File: src/hw/rtl/assert_macros.svh
// Assertion macros used by the top-level RTL file to check its own logic.
`ifndef ASSERT_MACROS_SVH
`define ASSERT_MACROS_SVH

// Property must hold at every rising clock edge outside reset.
`define BTCC_ASSERT(label, clk, rst_n, prop, msg) \
  label: assert property (@(posedge clk) disable iff (!rst_n) (prop)) else $error(msg);

// Condition must never be seen outside reset.
`define BTCC_ASSERT_NEVER(label, clk, rst_n, cond, msg) \
  label: assert property (@(posedge clk) disable iff (!rst_n) !(cond)) else $error(msg);

`endif

File: src/hw/rtl/btcc_pkg.sv
// Types and constants for the bilinear table with cubic correction.
package btcc_pkg;

  typedef enum logic {
    OP_WRITE = 1'b0,
    OP_EVAL  = 1'b1
  } op_e;

  typedef enum logic [1:0] {
    SEL_A = 2'd0,
    SEL_B = 2'd1,
    SEL_C = 2'd2,
    SEL_D = 2'd3
  } coef_sel_e;

  typedef enum logic [1:0] {
    CFG_STEPS = 2'd0,
    CFG_RECIP = 2'd1,
    CFG_SCALE = 2'd2
  } cfg_idx_e;

  // widest azimuth index over the supported bin counts
  localparam int unsigned AZ_IDX_W  = 10;
  localparam int unsigned IN_DEPTH  = 4;
  localparam int unsigned OUT_DEPTH = 32;
  localparam int unsigned PEND_W    = $clog2(OUT_DEPTH + 1);

  // queued item: table write or classified query
  typedef struct packed {
    op_e                   op;
    logic                  beam;
    logic [4:0]            w_orbit;
    logic [5:0]            w_az;
    coef_sel_e             sel;
    logic [31:0]           data;
    logic [AZ_IDX_W-1:0]   a1;
    logic [AZ_IDX_W-1:0]   a2;
    logic [15:0]           ca2;
    logic [29:0]           f;
    logic signed [39:0]    x;
  } entry_t;

  // one Horner step: acc*x/2^16 + c_c, then the remaining coefficients move up
  typedef struct packed {
    logic signed [63:0] acc;
    logic signed [47:0] c_c;
    logic signed [47:0] c_b;
    logic signed [47:0] c_a;
    logic [39:0]        x_mag;
    logic               x_neg;
    logic               sat;
  } horner_pkt_t;

endpackage

File: src/hw/rtl/btcc_front.sv
// Front end: classifies items, drops bad writes, works out bins and x.
module btcc_front #(
  parameter int unsigned AZIMUTH_BINS = 64,
  parameter int unsigned BEAMS        = 2,
  parameter int unsigned ORBIT_BINS   = 32
) (
  input  logic               operation_i,
  input  logic               beam_i,
  input  logic [4:0]         orbit_bin_i,
  input  logic [5:0]         azimuth_bin_i,
  input  logic [1:0]         coefficient_select_i,
  input  logic signed [31:0] coefficient_value_i,
  input  logic [15:0]        azimuth_turn_i,
  input  logic [15:0]        orbit_fraction_i,
  input  logic signed [23:0] frequency_offset_i,
  input  logic [13:0]        steps_i,
  input  logic [23:0]        scale_i,
  output logic               keep_o,
  output btcc_pkg::entry_t   entry_o
);
  import btcc_pkg::*;

  localparam int unsigned AW = $clog2(AZIMUTH_BINS);
  localparam int unsigned PW = 16 + AW;

  logic [PW-1:0]      p;
  logic [AW-1:0]      p_hi, a1, a2;
  logic signed [24:0] scale_s;
  logic signed [47:0] x_prod;
  logic               wr_ok;

  assign p       = PW'(azimuth_turn_i) * PW'(AZIMUTH_BINS);
  assign p_hi    = p[PW-1:16];
  assign a1      = (32'(p_hi) >= AZIMUTH_BINS) ? AW'(AZIMUTH_BINS - 1) : p_hi;
  assign a2      = (32'(a1) == AZIMUTH_BINS - 1) ? '0 : a1 + 1'b1;
  assign scale_s = {1'b0, scale_i};
  assign x_prod  = frequency_offset_i * scale_s;

  assign wr_ok = (32'(beam_i) < BEAMS) && (32'(orbit_bin_i) < ORBIT_BINS)
              && (32'(azimuth_bin_i) < AZIMUTH_BINS);

  always_comb begin
    entry_o         = '0;
    entry_o.op      = op_e'(operation_i);
    entry_o.w_orbit = orbit_bin_i;
    entry_o.w_az    = azimuth_bin_i;
    entry_o.sel     = coef_sel_e'(coefficient_select_i);
    entry_o.data    = coefficient_value_i;
    entry_o.a1      = AZ_IDX_W'(a1);
    entry_o.a2      = AZ_IDX_W'(a2);
    entry_o.ca2     = p[15:0];
    entry_o.f       = 30'(orbit_fraction_i) * 30'(steps_i);
    entry_o.x       = x_prod[47:8];
    if (entry_o.op == OP_EVAL) begin
      entry_o.beam = (32'(beam_i) >= BEAMS) ? 1'(BEAMS - 1) : beam_i;
    end else begin
      entry_o.beam = beam_i;
    end
    keep_o = (entry_o.op == OP_EVAL) || wr_ok;
  end

endmodule

File: config.mk
export PLATFORM = sky130hd
export DESIGN_NAME = btcc_front
export DESIGN_NICKNAME = d
export VERILOG_FILES = /design/src/hw/rtl/assert_macros.svh /design/src/hw/rtl/btcc_pkg.sv /design/src/hw/rtl/btcc_front.sv
export SDC_FILE = /design/constraint.sdc
export NUM_CORES = 2
export LEC_CHECK = 0
export CAP_MARGIN = 15
export CORE_UTILIZATION = 60
export DETAILED_ROUTE_END_ITERATION = 6
export DONT_BUFFER_PORTS = 1
export PLACE_DENSITY = 0.76
export REMOVE_ABC_BUFFERS = 1
export SYNTH_ARGS = -nofsm -noshare
export SYNTH_HDL_FRONTEND = slang
export SYNTH_SLANG_ARGS = --single-unit
File: constraint.sdc
create_clock -name vclk -period 13.5
set_clock_uncertainty 0.1 [all_clocks]
set_input_delay 2.7 -clock vclk [all_inputs]
set_output_delay 2.7 -clock vclk [all_outputs]
set_load 0.005 [all_outputs]
Yosys cells after proc, flatten, opt, wreduce, memory -nomap -nowiden
Index checks and enable logic that the tools add are counted.

Eq/ne operators: 1. Multiply operators: 2. Multiplexer cells: 1. Add/sub/neg operators: 1.

Operators by type and width (number): $mul A24 B25 Y48 (1); $mul A16 B14 Y30 (1); $add A6 B1 Y6 const B (1); $eq A6 B6 Y1 const B (1); $mux W6 (1).

Flip-flop bits (word level): 0. Output and inout port bits: 154.

Depth between registers and ports, before layout
Depth after elaboration: 2. Mapped depth: 27. Depth with buffers taken out: 25.

Worst setup path before layout
OpenSTA, ideal clock, no wires.

Path kind: input port to output port. From: input frequency_offset_i[9]. To: output entry_o[33] in the netlist's numbering. Data required time: 10.700 ns. Path slack: 1.845 ns. Path buffers: 1. Stages on the path: 23. Arrival: 8.855 ns. Cell sequence: clkbuf_1 > nand2_1 > fa_1 > inv_1 > fa_1 > inv_1 > fa_1 > inv_1 > fa_1 > fa_1 > fa_1 > inv_1 > fa_1 > inv_1 > ha_1 > a21o_1 > a21o_1 > a21oi_1 > o221ai_1 > or3_1 > o21a_1 > and2_1 > a2111oi_1.

RTL lines: start, declared (line btcc_front.sv:15) `input logic signed [23:0] frequency_offset_i,`; end, declared (line btcc_front.sv:19) `output btcc_pkg::entry_t entry_o`.

==> flow_summary.toml <==
[setup_path]
critical-path-max-stage-delay_ns = 0.81
cpMostUsedCell = "fa_1"
startpoint_type = "primary input"
criticalPathCategory = "in2out"
end_kind = "output port"
cp_max_fo = 23
crit_required_ns = 10.70
arrival_ns = 9.44
crit_chain = "and2_1 -> fa_1 -> inv_1 -> fa_1 -> fa_1 -> inv_1 -> fa_1 -> inv_1 -> fa_1 -> inv_1 -> fa_1 -> inv_1 -> fa_1 -> inv_1 -> ha_1 -> nand4_1 -> a21o_1 -> a211o_1 -> a211oi_1 -> o21a_1 -> and2_1 -> a31oi_1 -> xnor2_1"
cp_slowest_cell = "a211oi_1"

[placed_design]
gp_congestion = 0.894
hpwl_mm = 55.1
io_buffers = 0

[sta]
relSlewSlack = 0.325
fin_crit_ns = 12.24
period_share = 0.907
fin_setup_tns_ns = 0
fmax_ghz = 0.0817
hold_violations = 0
finalSetupViolations = 0
worst_pin_slew_ns = 1.01
drv_slew = 0
rsz0062_at_grt = "no"

[logic_synthesis]
yosysSeqAreaShare = 0
ys_types = 63
avgSynthCellArea_sq_um = 8.85
syn_area_sq_mm = 0.0268
synth_top_cell_by_area = "fa_1"
synthCells = 3024
netlist_top_cells_area = "fa_1, ha_1, inv_1"
synth.top_cell.area_share = 0.483
yosys_warnings = 0

[min_path]
min_path_type = "in2out"
holdPathEnd = "entry_o[99]"
min_from = "azimuth_turn_i[13]"
min_path_cells = 0

[floorplanning]
die_area_sq_mm = 0.0455
dieHeight_um = 213
die_width_um = 213
ios = 295
rows = 77
coreArea_sq_mm = 0.0441
start_util = 0.607

[route]
drtIter0Drc = 1163
wl_per_cell_um = 19.9
routed_wirelength_mm = 68.2
first_pass_iters = 5
ant_nets = 0
via_per_inst = 5.70
route.vias.total = 19500
drcViolationCount = 0

[global_route]
grt-ovfl-total = 0
track_usage = 0.314
grt_pass1_vias = 21600
grt_pass1_wl_mm = 110
grt_max_degree = 27
antenna_found_initial = 1

[cts]
cts_hold_buf = 0
cts_setup_buffers = 0
post_cts_resized = 0

[layout]
area_growth_pct = -1.07
seq_cell_count = 0
layout-drive-gt1-share = 0.00566
final_cell_mix = "inv_1, fa_1, nand2_1"
regArea_sq_um = 0
nets = 3904
layout_commonest_cell = "inv_1"
clock_buffers = 0

[status]
status = "complete, no violations"

[run]
drv_cap = 0
## cell families (layout without fill, tap and decap cells)
group                      Yosys count  in the layout  share of synthesized area
AOI/OAI and AO/OA                  191            191                     0.0492
muxes                                1              1                   0.000374
buffers and inverters              909            700                      0.138
and+or+nand+nor                    916            916                      0.171
xor gates and xnor gates            72             72                     0.0236
other                                2             16                   0.000281
adders and majority gates          933            933                      0.617
## final cells by class
type,instances,area (sq um)
diodes,1,2.50
fillers,3821,17600
inverters,700,2630
multi-input cells,2128,23100
well taps,592,741
## worst max path at each step
| stage | start | end | cells after the start |
|---|---|---|---|
| final | frequency_offset_i[0] | entry_o[39] | 23 |
| after global routing | frequency_offset_i[0] | entry_o[39] | 23 |
| after CTS | frequency_offset_i[0] | entry_o[39] | 23 |
| after detailed placement | frequency_offset_i[0] | entry_o[39] | 23 |
| after global placement | frequency_offset_i[0] | entry_o[39] | 24 |
| after floorplan | frequency_offset_i[0] | entry_o[37] | 22 |
## layer usage
layer  wire length [um]  share of wire  global-route usage  vias up
met4               2750          0.040               0.108        4
met3               6710          0.098              0.0874      218
li1                   -              -                   -     8372
met2              33600           0.49               0.537      888
met1              25000           0.37               0.378    10000
met5                 91         0.0013              0.0189        -
## cells in the mapped netlist, types with 21 or more instances
library cell and n:
nand2_1 434, ha_1 287, xnor2_1 53, o21ai_0 21
nor2b_1 23, a21oi_1 66, buf_4 78, a21o_1 46
inv_1 700, fa_1 646, nor2_1 28, and2_1 371
clkbuf_1 130
## stage by stage
stage          instances  area (sq um)  worst slack [ns]  hold slack, ns  utilization
6_report            3421         26500              1.26            5.30        0.600
5_1_grt             3420         26500              1.09            5.30        0.600
4_1_cts             3420         26500              1.31            5.30        0.600
3_5_place_dp        3420         26500              1.32            5.30        0.600
3_3_place_gp        3420         26500              1.37            5.30        0.600
2_1_floorplan       2828         25700              2.14            5.30            -
## worst max-delay path: cells and delay by family
family	cells	cell delay, ns
adder cells (fa/ha/maj)	8	3.93
AO/OA/AOI/OAI	5	1.79
AND/OR/NAND/NOR	3	0.51
buffers and inverters	6	0.31
XOR/XNOR	1	0.19
Power is left out: the tool's default activity adds up to more than one toggle a clock period on the data nets, which glitch-free logic cannot reach.
