`config.mk`:
```
export PLATFORM = sky130hd
export DESIGN_NAME = btcc_fifo
export DESIGN_NICKNAME = d
export VERILOG_FILES = /design/src/hw/rtl/assert_macros.svh /design/src/hw/rtl/btcc_fifo.sv
export SDC_FILE = /design/constraint.sdc
export NUM_CORES = 1
export LEC_CHECK = 0
export BUFFER_PORTS_ARGS = -buffer_cell sky130_fd_sc_hd__buf_2
export CORE_MARGIN = 4
export CORE_UTILIZATION = 35
export DETAILED_ROUTE_END_ITERATION = 8
export HOLD_SLACK_MARGIN = 0.06
export SLEW_MARGIN = 10
export SYNTH_ARGS = -nofsm -noshare
export SYNTH_HDL_FRONTEND = slang
export SYNTH_SLANG_ARGS = --single-unit
```
`constraint.sdc`:
```
create_clock -name clk_i -period 2.8 [get_ports clk_i]
set_input_delay 0.56 -clock clk_i [delete_from_list [all_inputs] [get_ports clk_i]]
set_output_delay 0.56 -clock clk_i [all_outputs]
set_load 0.005 [all_outputs]
```
`src/hw/rtl/assert_macros.svh`:
```
// Assertion macros used by the top-level RTL file to check its own logic.
`ifndef ASSERT_MACROS_SVH
`define ASSERT_MACROS_SVH

// Property must hold at every rising clock edge outside reset.
`define BTCC_ASSERT(label, clk, rst_n, prop, msg) \
  label: assert property (@(posedge clk) disable iff (!rst_n) (prop)) else $error(msg);

// Condition must never be seen outside reset.
`define BTCC_ASSERT_NEVER(label, clk, rst_n, cond, msg) \
  label: assert property (@(posedge clk) disable iff (!rst_n) !(cond)) else $error(msg);

`endif

```
`src/hw/rtl/btcc_fifo.sv`:
```
// Small register FIFO used for the item queue and the result queue.
module btcc_fifo #(
  parameter int unsigned W     = 8,
  parameter int unsigned DEPTH = 4
) (
  input  logic         clk_i,
  input  logic         rst_ni,
  input  logic         push_i,
  input  logic [W-1:0] data_i,
  output logic         full_o,
  input  logic         pop_i,
  output logic [W-1:0] data_o,
  output logic         valid_o
);
  localparam int unsigned PW = (DEPTH > 1) ? $clog2(DEPTH) : 1;
  localparam int unsigned CW = $clog2(DEPTH + 1);

  logic [W-1:0]  mem_q [DEPTH];
  logic [PW-1:0] wr_q, wr_d, rd_q, rd_d;
  logic [CW-1:0] cnt_q, cnt_d;
  logic          do_push, do_pop;

  assign full_o  = (cnt_q == CW'(DEPTH));
  assign valid_o = (cnt_q != '0);
  assign data_o  = mem_q[rd_q];
  assign do_push = push_i && !full_o;
  assign do_pop  = pop_i && valid_o;

  always_comb begin
    wr_d  = wr_q;
    rd_d  = rd_q;
    cnt_d = cnt_q;
    if (do_push) begin
      wr_d = (wr_q == PW'(DEPTH - 1)) ? '0 : wr_q + 1'b1;
    end
    if (do_pop) begin
      rd_d = (rd_q == PW'(DEPTH - 1)) ? '0 : rd_q + 1'b1;
    end
    if (do_push && !do_pop) begin
      cnt_d = cnt_q + 1'b1;
    end else if (do_pop && !do_push) begin
      cnt_d = cnt_q - 1'b1;
    end
  end

  always_ff @(posedge clk_i or negedge rst_ni) begin
    if (!rst_ni) begin
      wr_q  <= '0;
      rd_q  <= '0;
      cnt_q <= '0;
    end else begin
      wr_q  <= wr_d;
      rd_q  <= rd_d;
      cnt_q <= cnt_d;
    end
  end

  always_ff @(posedge clk_i) begin
    if (do_push) begin
      mem_q[wr_q] <= data_i;
    end
  end

endmodule

```
# ---- Word-level counts from Yosys, hierarchy flattened
# Memories as Yosys holds them, arrays and structs flattened.
# Index checks and enable logic that the tools add are counted.
dict set report totals {
  ff_bits 7
  mem_bits_rw 32
  input_bits 12
  output_inout_bits 10
  word_cells 26
  n_memories 1
}
dict set report op_classes {
  add_sub_neg 4
  eq_ne 3
  muxes 6
  reduce_logical 9
}
# memory depth word_bits read_ports rd_clocked_by_memory_dff write_ports line
set mem_list {}
lappend mem_list {mem_q 4 8 1 0 1 btcc_fifo.sv:18} ;# logic [W-1:0] mem_q [DEPTH];
# op count
set op_table {}
lappend op_table {{3-bit 2-to-1 mux} 2}
lappend op_table {{2-bit by 1-bit adder with 2-bit output (second input constant)} 2}
lappend op_table {{2-bit == test (second input constant)} 2}
lappend op_table {{1-bit logical AND} 4}
lappend op_table {{2-bit 2-to-1 mux} 2}
lappend op_table {{3-bit by 1-bit adder with 3-bit output (second input constant)} 1}
lappend op_table {{3-bit == test (second input constant)} 1}
lappend op_table {{1-bit logical NOT} 3}
lappend op_table {{3-bit nonzero test} 1}
lappend op_table {{3-bit by 1-bit subtractor with 3-bit output (second input constant)} 1}
lappend op_table {{1-bit 2-to-1 mux} 2}
lappend op_table {{2-bit nonzero test} 1}

# ---- Depth between registers and ports, before layout
# Gate-level depths: netlist of the first run.
dict set report logic_depth {
  ltp_word 7
  ltp_mapped 9
  mapped_depth_nobuf 8
}

# ---- Worst setup path after synthesis of the first run
# Ideal clock, no wire load.
dict set report synth_path {
  path_type {register to register}
  start {reg cnt_q[0]}
  end {reg cnt_q[2]}
  setup_time_ns 0.079
  arrival_ns 1.934
  required_time_ns 2.721
  slack_ns 0.786
  path_stages_with_launch 9
  path_buffers 0
  period_less_slack_ns 2.014
  path_cell_list {dfrtp_1 > or3_4 > nand2_4 > ha_1 > inv_1 > fa_1 > xor2_1 > nor2_1 > xor2_1}
}
dict set report synth_via {
  elab_cells_between_ends 14
  classes_between {add/sub (2); eq/ne (1); mux (2); reduce/logical (9)}
}
# item line
set synth_lines {}
lappend synth_lines {{start, declared} btcc_fifo.sv:20} ;# logic [CW-1:0] cnt_q, cnt_d;
lappend synth_lines {{start signal, assigned} btcc_fifo.sv:54} ;# cnt_q <= cnt_d;
lappend synth_lines {{3-bit nonzero test *} btcc_fifo.sv:24} ;# assign valid_o = (cnt_q != '0);
lappend synth_lines {{net valid_o} btcc_fifo.sv:13} ;# output logic valid_o
lappend synth_lines {{1-bit logical AND *} btcc_fifo.sv:27} ;# assign do_pop = pop_i && valid_o;
lappend synth_lines {{1-bit logical NOT} btcc_fifo.sv:39} ;# if (do_push && !do_pop) begin
lappend synth_lines {{1-bit logical AND} btcc_fifo.sv:39}
lappend synth_lines {{3-bit 2-to-1 mux / 2-bit nonzero test (equally long branches)} -}
# The timed path passes the listed nets; every way through them passes the cells marked *. The select of a mux whose other input is x is not followed.
# A chain may end at the register's enable or synchronous reset.

# ---- Worst setup path in the final report of the first run
dict set report layout_path {
  start {reg rd_q[0]}
  end {out data_o[1]}
}
dict set report layout_via {
  elab_chain_len 1
}
# item line
set layout_lines {}
lappend layout_lines {{start, declared} btcc_fifo.sv:19} ;# logic [PW-1:0] wr_q, wr_d, rd_q, rd_d;
lappend layout_lines {{start signal, assigned} btcc_fifo.sv:53} ;# rd_q <= rd_d;
lappend layout_lines {{memory 4 x 8 bit} -}
lappend layout_lines {{end, declared} btcc_fifo.sv:12} ;# output logic [W-1:0] data_o,
# Every way passes these cells.

==> impl_metrics.env, run 1 <==
export IMPL_ant_nets=0
export IMPL_hpwl_mm=1.76
export IMPL_drt_iter0_markers=52
export IMPL_cts_buffer_depth=2
export IMPL_ir_worst_vdd_mv=0.271
export IMPL_syn_nets=98
export IMPL_end_kind="output port"
export IMPL_grt_max_degree=13
export IMPL_routed_via_density=4.87
export IMPL_diodes=0
export IMPL_cp_max_fo=11
export IMPL_place_inst=149
export IMPL_pin_count=22
export IMPL_initial_core_util=0.367
export IMPL_cts_buffers=5
export IMPL_synth_compound_area_frac=0
export IMPL_grt_pass1_vias=838
export IMPL_critPathLaunchType="flip-flop"
export IMPL_final_common_cell="edfxtp_1"
export IMPL_core_area_sq_um=4440
export IMPL_finalSetupTns_ns=0
export IMPL_gr_total_overflow=0
export IMPL_final_setup_viol_count=0
export IMPL_synth_top_cell_area_share=0.589
export IMPL_hold_buffers=0
export IMPL_slew_headroom=0.582
export IMPL_drv_cap=0
export IMPL_synth_cells=79
export IMPL_synth_area_per_cell_sq_um=20.7
export IMPL_num_vias=765
export IMPL_dieArea_sq_um=5820
export IMPL_wl_per_cell_um=16.3
export IMPL_finClkSkew_ns=0.00400
export IMPL_final_nets=123
export IMPL_routabilityCongestion=0.632
export IMPL_grt_pass1_wl_mm=4.06
export IMPL_power_density_nw_per_um2=997
export IMPL_cp_required_ns=2.24
export IMPL_ys_warn_count=0
export IMPL_die_x_um=76.3
export IMPL_synth_area_leaders="edfxtp_1 59%, mux4_2 11%, dfrtp_1 11%, ha_1 4.6%, mux2_4 3.7%"
export IMPL_synthAdderAreaFrac=0.0583
export IMPL_wirelength_mm=2.55
export IMPL_synth_simple_area_share=0.0560
export IMPL_yosysTopAreaCell="edfxtp_1"
export IMPL_ys_ff_latch=39
export IMPL_hold_viol=0
export IMPL_ctsHtreeMaxLevel=2
export IMPL_cts_resized_gates=0
export IMPL_grt_usage=0.0939
export IMPL_leakage_nw=0.700
export IMPL_cts_setup_buffers=0
export IMPL_tightestPinTransition_ns=0.627
export IMPL_insertion_delay_ns=0.28
export IMPL_drc_errors=0
export IMPL_drv_slew=0
export IMPL_rows=24
export IMPL_synth_xor_area_share=0.0161
export IMPL_fin_cells=157
export IMPL_cts_root_buffer="clkbuf_8"
export IMPL_min_period_over_period=0.827
export IMPL_antenna_found_initial=0
export IMPL_outcome="finished, final reports clean"
export IMPL_io_buffer_count=21
export IMPL_fp_dieH_um=76.3
export IMPL_path_clk_slew_ns=0.07
export IMPL_firstDrtPassIters=4
export IMPL_syn_area_sq_um=1630
export IMPL_clock_sinks=39
export IMPL_period_needed_ns=2.31
export IMPL_layout_cells_most_common_list="32 x edfxtp_1, 21 x buf_2, 8 x mux4_2, 7 x dfrtp_1, 6 x ha_1"
export IMPL_worstPathArrival_ns=1.75
export IMPL_hp_class="in -> async"
export IMPL_yosysSeqAreaShare=0.696
export IMPL_synth_top_family_by_area="multiplexers"
export IMPL_drive_gt1_frac=0.457
export IMPL_area_delta_synth_final_pct=14.3
export IMPL_fmax_mhz=432
export IMPL_synthMuxAreaShare=0.154
export IMPL_critPathKind="reg -> out"
export IMPL_cts_tree="yes"
export IMPL_synth_cell_types=19
export IMPL_rsz0062_at_grt="no"
## cell families after synthesis
kind of cell / after synthesis
and+or+nand+nor: 11
DFF: 39
xor gates and xnor gates: 3
adders and majority gates: 7
buffers and inverters: 6
muxes: 13
## metrics by stage
stage                     total power, mW   util  worst slack [ns]  hold WS, ns  instance area [sq um]
after floorplan                      1.34      -             0.786        0.264                   1630
after global placement               1.51  0.401             0.722        0.403                   1780
after detailed placement             1.54  0.401             0.657        0.403                   1780
after CTS                            1.89  0.420             0.426       0.0910                   1870
after global routing                 1.98  0.420             0.346       0.0973                   1870
final                                1.86  0.420             0.486       0.0954                   1870
## cell usage after synthesis
library cell,count
mux2_2,1
nor2b_2,1
mux4_2,8
and2_2,4
xor2_1,2
nor2_1,3
inv_1,3
clkbuf_1,1
xnor2_1,1
edfxtp_1,32
buf_6,1
ha_1,6
fa_1,1
dfrtp_1,7
nand2_4,1
buf_2,1
nor3b_4,1
or3_4,1
mux2_4,4
## sequential cells by signal, summed over array words and instances, names as in the netlist
name,flops
mem_q,32
cnt_q,3
rd_q,2
wr_q,2
## final timing paths
path                       slack [ns]  cells past startpoint      start     endpoint
setup / recovery                 0.49                      2    rd_q[0]    data_o[1]
hold / removal                    0.1                      1     rst_ni     cnt_q[2]
setup reg to reg                 0.70                      8   cnt_q[0]     cnt_q[2]
hold reg to reg                  0.51                      1   cnt_q[2]     cnt_q[2]
max in group asynchronous        2.54                      1     rst_ni      rd_q[1]
min in group clk_i               0.48                      1  data_i[7]  mem_q[2][7]
## worst max-delay path: stages (launching register included)
cell and delay [ns]:
dfrtp_1 0.75, mux4_2 0.58, buf_2 0.14
## routing by layer
metal	vias to the layer above	global-route usage	wire, um
li1	349	-	-
met3	5	0.0402	128
met5	-	0	0
met2	16	0.161	1360
met4	0	0.0380	36
met1	395	0.102	1030
## power by group
group          switching [mW]  internal (mW)  total (mW)
Sequential              0.144          0.785       0.929
Clock                   0.186          0.169       0.355
Combinational           0.226          0.350       0.576
Total                   0.556           1.30        1.86
## final cells by class
| type | instances | area (sq um) |
|---|---|---|
| Clock buffer | 5 | 68.8 |
| Clock inverter | 3 | 15.0 |
| Fill cell | 399 | 2580 |
| Inverter | 3 | 11.3 |
| Multi-Input combinational cell | 34 | 464 |
| Sequential cell | 39 | 1140 |
| Tap cell | 52 | 65.1 |
| Timing Repair Buffer | 21 | 105 |
(Power assumes the default switching activity.)
==> run 2, diff against run 1 <==
==> constraint.sdc (replaced) <==
create_clock -name clk_i -period 2 [get_ports clk_i]
set_input_delay 0.4 -clock clk_i [delete_from_list [all_inputs] [get_ports clk_i]]
set_output_delay 0.4 -clock clk_i [all_outputs]
set_load 0.005 [all_outputs]
==> run 2 against run 1 <==
Sequential power is 38% higher. Global-route usage up 0.50 points. Register-to-register slack got worse by 0.62 ns. Count of clock-buffer cells in the layout increased by 3. Via count is 1.8% higher. Worst hold slack improved by 0.23 ns. Sequential cell count did not move. Largest power group unchanged. Worst setup slack worse by 0.41 ns. Routed wire length grew 4.9%.
==> impl_metrics.env, run 2 (synthesized netlist as in run 1, its figures left out) <==
export IMPL_outcome="finished, final reports clean"
export IMPL_fillerInstances=399
export IMPL_grt_pass1_wl_mm=4.22
export IMPL_core_area_sq_um=4440
export IMPL_slew_headroom=0.712
export IMPL_grt_usage=0.0989
export IMPL_cp_required_ns=2.21
export IMPL_fin_area_sq_um=1940
export IMPL_layout_cells_most_common_list="32 x edfxtp_1, 21 x buf_2, 8 x mux4_2, 6 x buf_4"
export IMPL_dieArea_sq_um=5820
export IMPL_drc_errors=0
export IMPL_grt_pass1_vias=878
export IMPL_crit_chain="or3_4, nand2_4, ha_4, inv_1, fa_2, xor2_1, nor2_1, xor2_1"
export IMPL_critical_path_endpoint="cnt_q[2]"
export IMPL_hpwl_mm=1.81
export IMPL_r2r_setup_slack_ns=0.08
export IMPL_crit_top_cell="xor2_1"
export IMPL_preCtsSetupSlack_ns=-0.0517
export IMPL_ant_nets=0
export IMPL_initial_core_util=0.367
export IMPL_io_buffer_count=21
export IMPL_drv_cap=0
export IMPL_critPathLaunchType="flip-flop"
export IMPL_rsz0062_at_grt="yes"
export IMPL_leakage_nw=0.736
export IMPL_hp_class="in -> reg"
export IMPL_pin_count=22
export IMPL_cp_max_fo=2
export IMPL_fmax_mhz=520
export IMPL_hold_viol=0
export IMPL_ir_worst_vdd_mv=0.463
export IMPL_worstPathArrival_ns=2.13
export IMPL_regMostFlops="mem_q"
export IMPL_crit_buf_inv=1
export IMPL_cts_buffers=5
export IMPL_grt_max_degree=12
export IMPL_fp_dieH_um=76.3
export IMPL_drv_slew=0
export IMPL_num_vias=779
export IMPL_power_density_nw_per_um2=1410
export IMPL_drive_gt1_frac=0.509
export IMPL_critPathSlowestCell="dfrtp_1"
export IMPL_rows=24
export IMPL_worstSetupStartpoint="cnt_q[1]"
export IMPL_min_period_over_period=0.962
export IMPL_drt_iter0_markers=36
export IMPL_p_total_mw=2.73
export IMPL_firstDrtPassIters=4
export IMPL_postLayoutCoreUtil=0.437
export IMPL_path_clk_slew_ns=0.07
export IMPL_largest_register_ffs=32
export IMPL_die_x_um=76.3
export IMPL_crit_family="simple AND/OR/NAND/NOR gates"
export IMPL_wirelength_mm=2.68
export IMPL_cts_tree="yes"
export IMPL_final_common_cell="edfxtp_1"
export IMPL_period_needed_ns=1.92
export IMPL_critPathKind="reg -> reg"
export IMPL_cts_root_buffer="clkbuf_8"
export IMPL_clock_sinks=39
export IMPL_setup_ws_ns=0.0754
export IMPL_routed_via_density=4.75
export IMPL_finClkSkew_ns=0.00484
export IMPL_wl_per_cell_um=16.3
export IMPL_diodes=0
export IMPL_dpl_cell_area_sq_um=1820
export IMPL_antenna_found_initial=0
export IMPL_r2r_end="cnt_q[2]"
export IMPL_end_kind="flip-flop"
export IMPL_worst_path_stages=8
export IMPL_final_nets=130
export IMPL_ctsHtreeMaxLevel=2
export IMPL_r2r_start="cnt_q[1]"
export IMPL_gr_total_overflow=0
export IMPL_routabilityCongestion=0.616
export IMPL_top_regs="mem_q x32, cnt_q x3"
export IMPL_reg2reg_depth=8
export IMPL_final_setup_viol_count=0
export IMPL_area_delta_synth_final_pct=19.0
export IMPL_tightestPinTransition_ns=0.432
export IMPL_cts_buffer_depth=2
export IMPL_crit_path_max_incr_delay_ns=0.39
export IMPL_insertion_delay_ns=0.28
## run 2: cell count changes in the layout (fill, tap and decap cells not counted), sizes merged
| cell | previous run | this run |
|---|---|---|
| dlygate4sd3 | 0 | 1 |
| clkinvlp | 1 | 0 |
| clkbuf | 5 | 8 |
| clkinv | 2 | 0 |
| buf | 21 | 27 |
## run 2: worst register-to-register path: cells and delay by family, from the launching register on
family        cells  cell delay, ns
xor+xnor          2            0.33
fa+ha+maj         2            0.47
buf+inv           1            0.05
flops             1            0.39
simple gates      3            0.61
## run 2: area by class of cell
class | instances | area (sq um) | share of cell area
clock buffers | 8 | 80.1 | 0.0412
well taps | 52 | 65.1 | 0.0335
flip-flops and latches | 39 | 1140 | 0.588
repair buffers | 28 | 160 | 0.0825
multi-input cells | 34 | 484 | 0.249
inverters | 3 | 11.3 | 0.00580
## run 2: what timing repair did
| action | 4_1_cts | 5_1_grt |
|---|---|---|
| endpoints found under the hold margin | 7 | 0 |
| resized for setup | 3 | 3 |
| setup endpoints to repair | 9 | 6 |
| pin swaps | 0 | 2 |
| buffers inserted | 1 | 0 |
| hold buffers | 1 | 0 |
## run 2: power breakdown
| part | leakage, nW | switching (mW) | total, mW | internal (mW) |
|---|---|---|---|---|
| logic | 0.323 | 0.386 | 0.960 | 0.574 |
| clock network | 0.0395 | 0.250 | 0.497 | 0.248 |
| registers | 0.373 | 0.166 | 1.28 | 1.11 |
## run 2: worst min path at each step
stage	startpoint	to	slack, ns	cells past startpoint
global route	data_i[3]	mem_q[1][3]	0.32	1
CTS	data_i[3]	mem_q[3][3]	0.32	1
finish	data_i[3]	mem_q[3][3]	0.33	1
floorplan	rst_ni	cnt_q[0]	0.10	0
global placement	rst_ni	cnt_q[1]	0.24	1
detailed placement	rst_ni	cnt_q[1]	0.25	1
## run 2: per-stage QoR
| stage | hold WS [ns] | std cells | setup TNS (ns) |
|---|---|---|---|
| finish | 0.330 | 164 | 0 |
| global route | 0.321 | 164 | -0.00798 |
| CTS | 0.318 | 164 | 0 |
| detailed placement | 0.246 | 154 | -0.0517 |
| floorplan | 0.104 | 79 | 0 |
| global placement | 0.245 | 154 | 0 |
## run 2: layer usage
layer  GRT usage  vias to the layer above  part of all wire
met2       0.168                       15              0.51
met5           0                        -                 0
met3      0.0461                        5             0.048
met4      0.0435                        0             0.021
met1       0.105                      396              0.42
li1            -                      363                 -
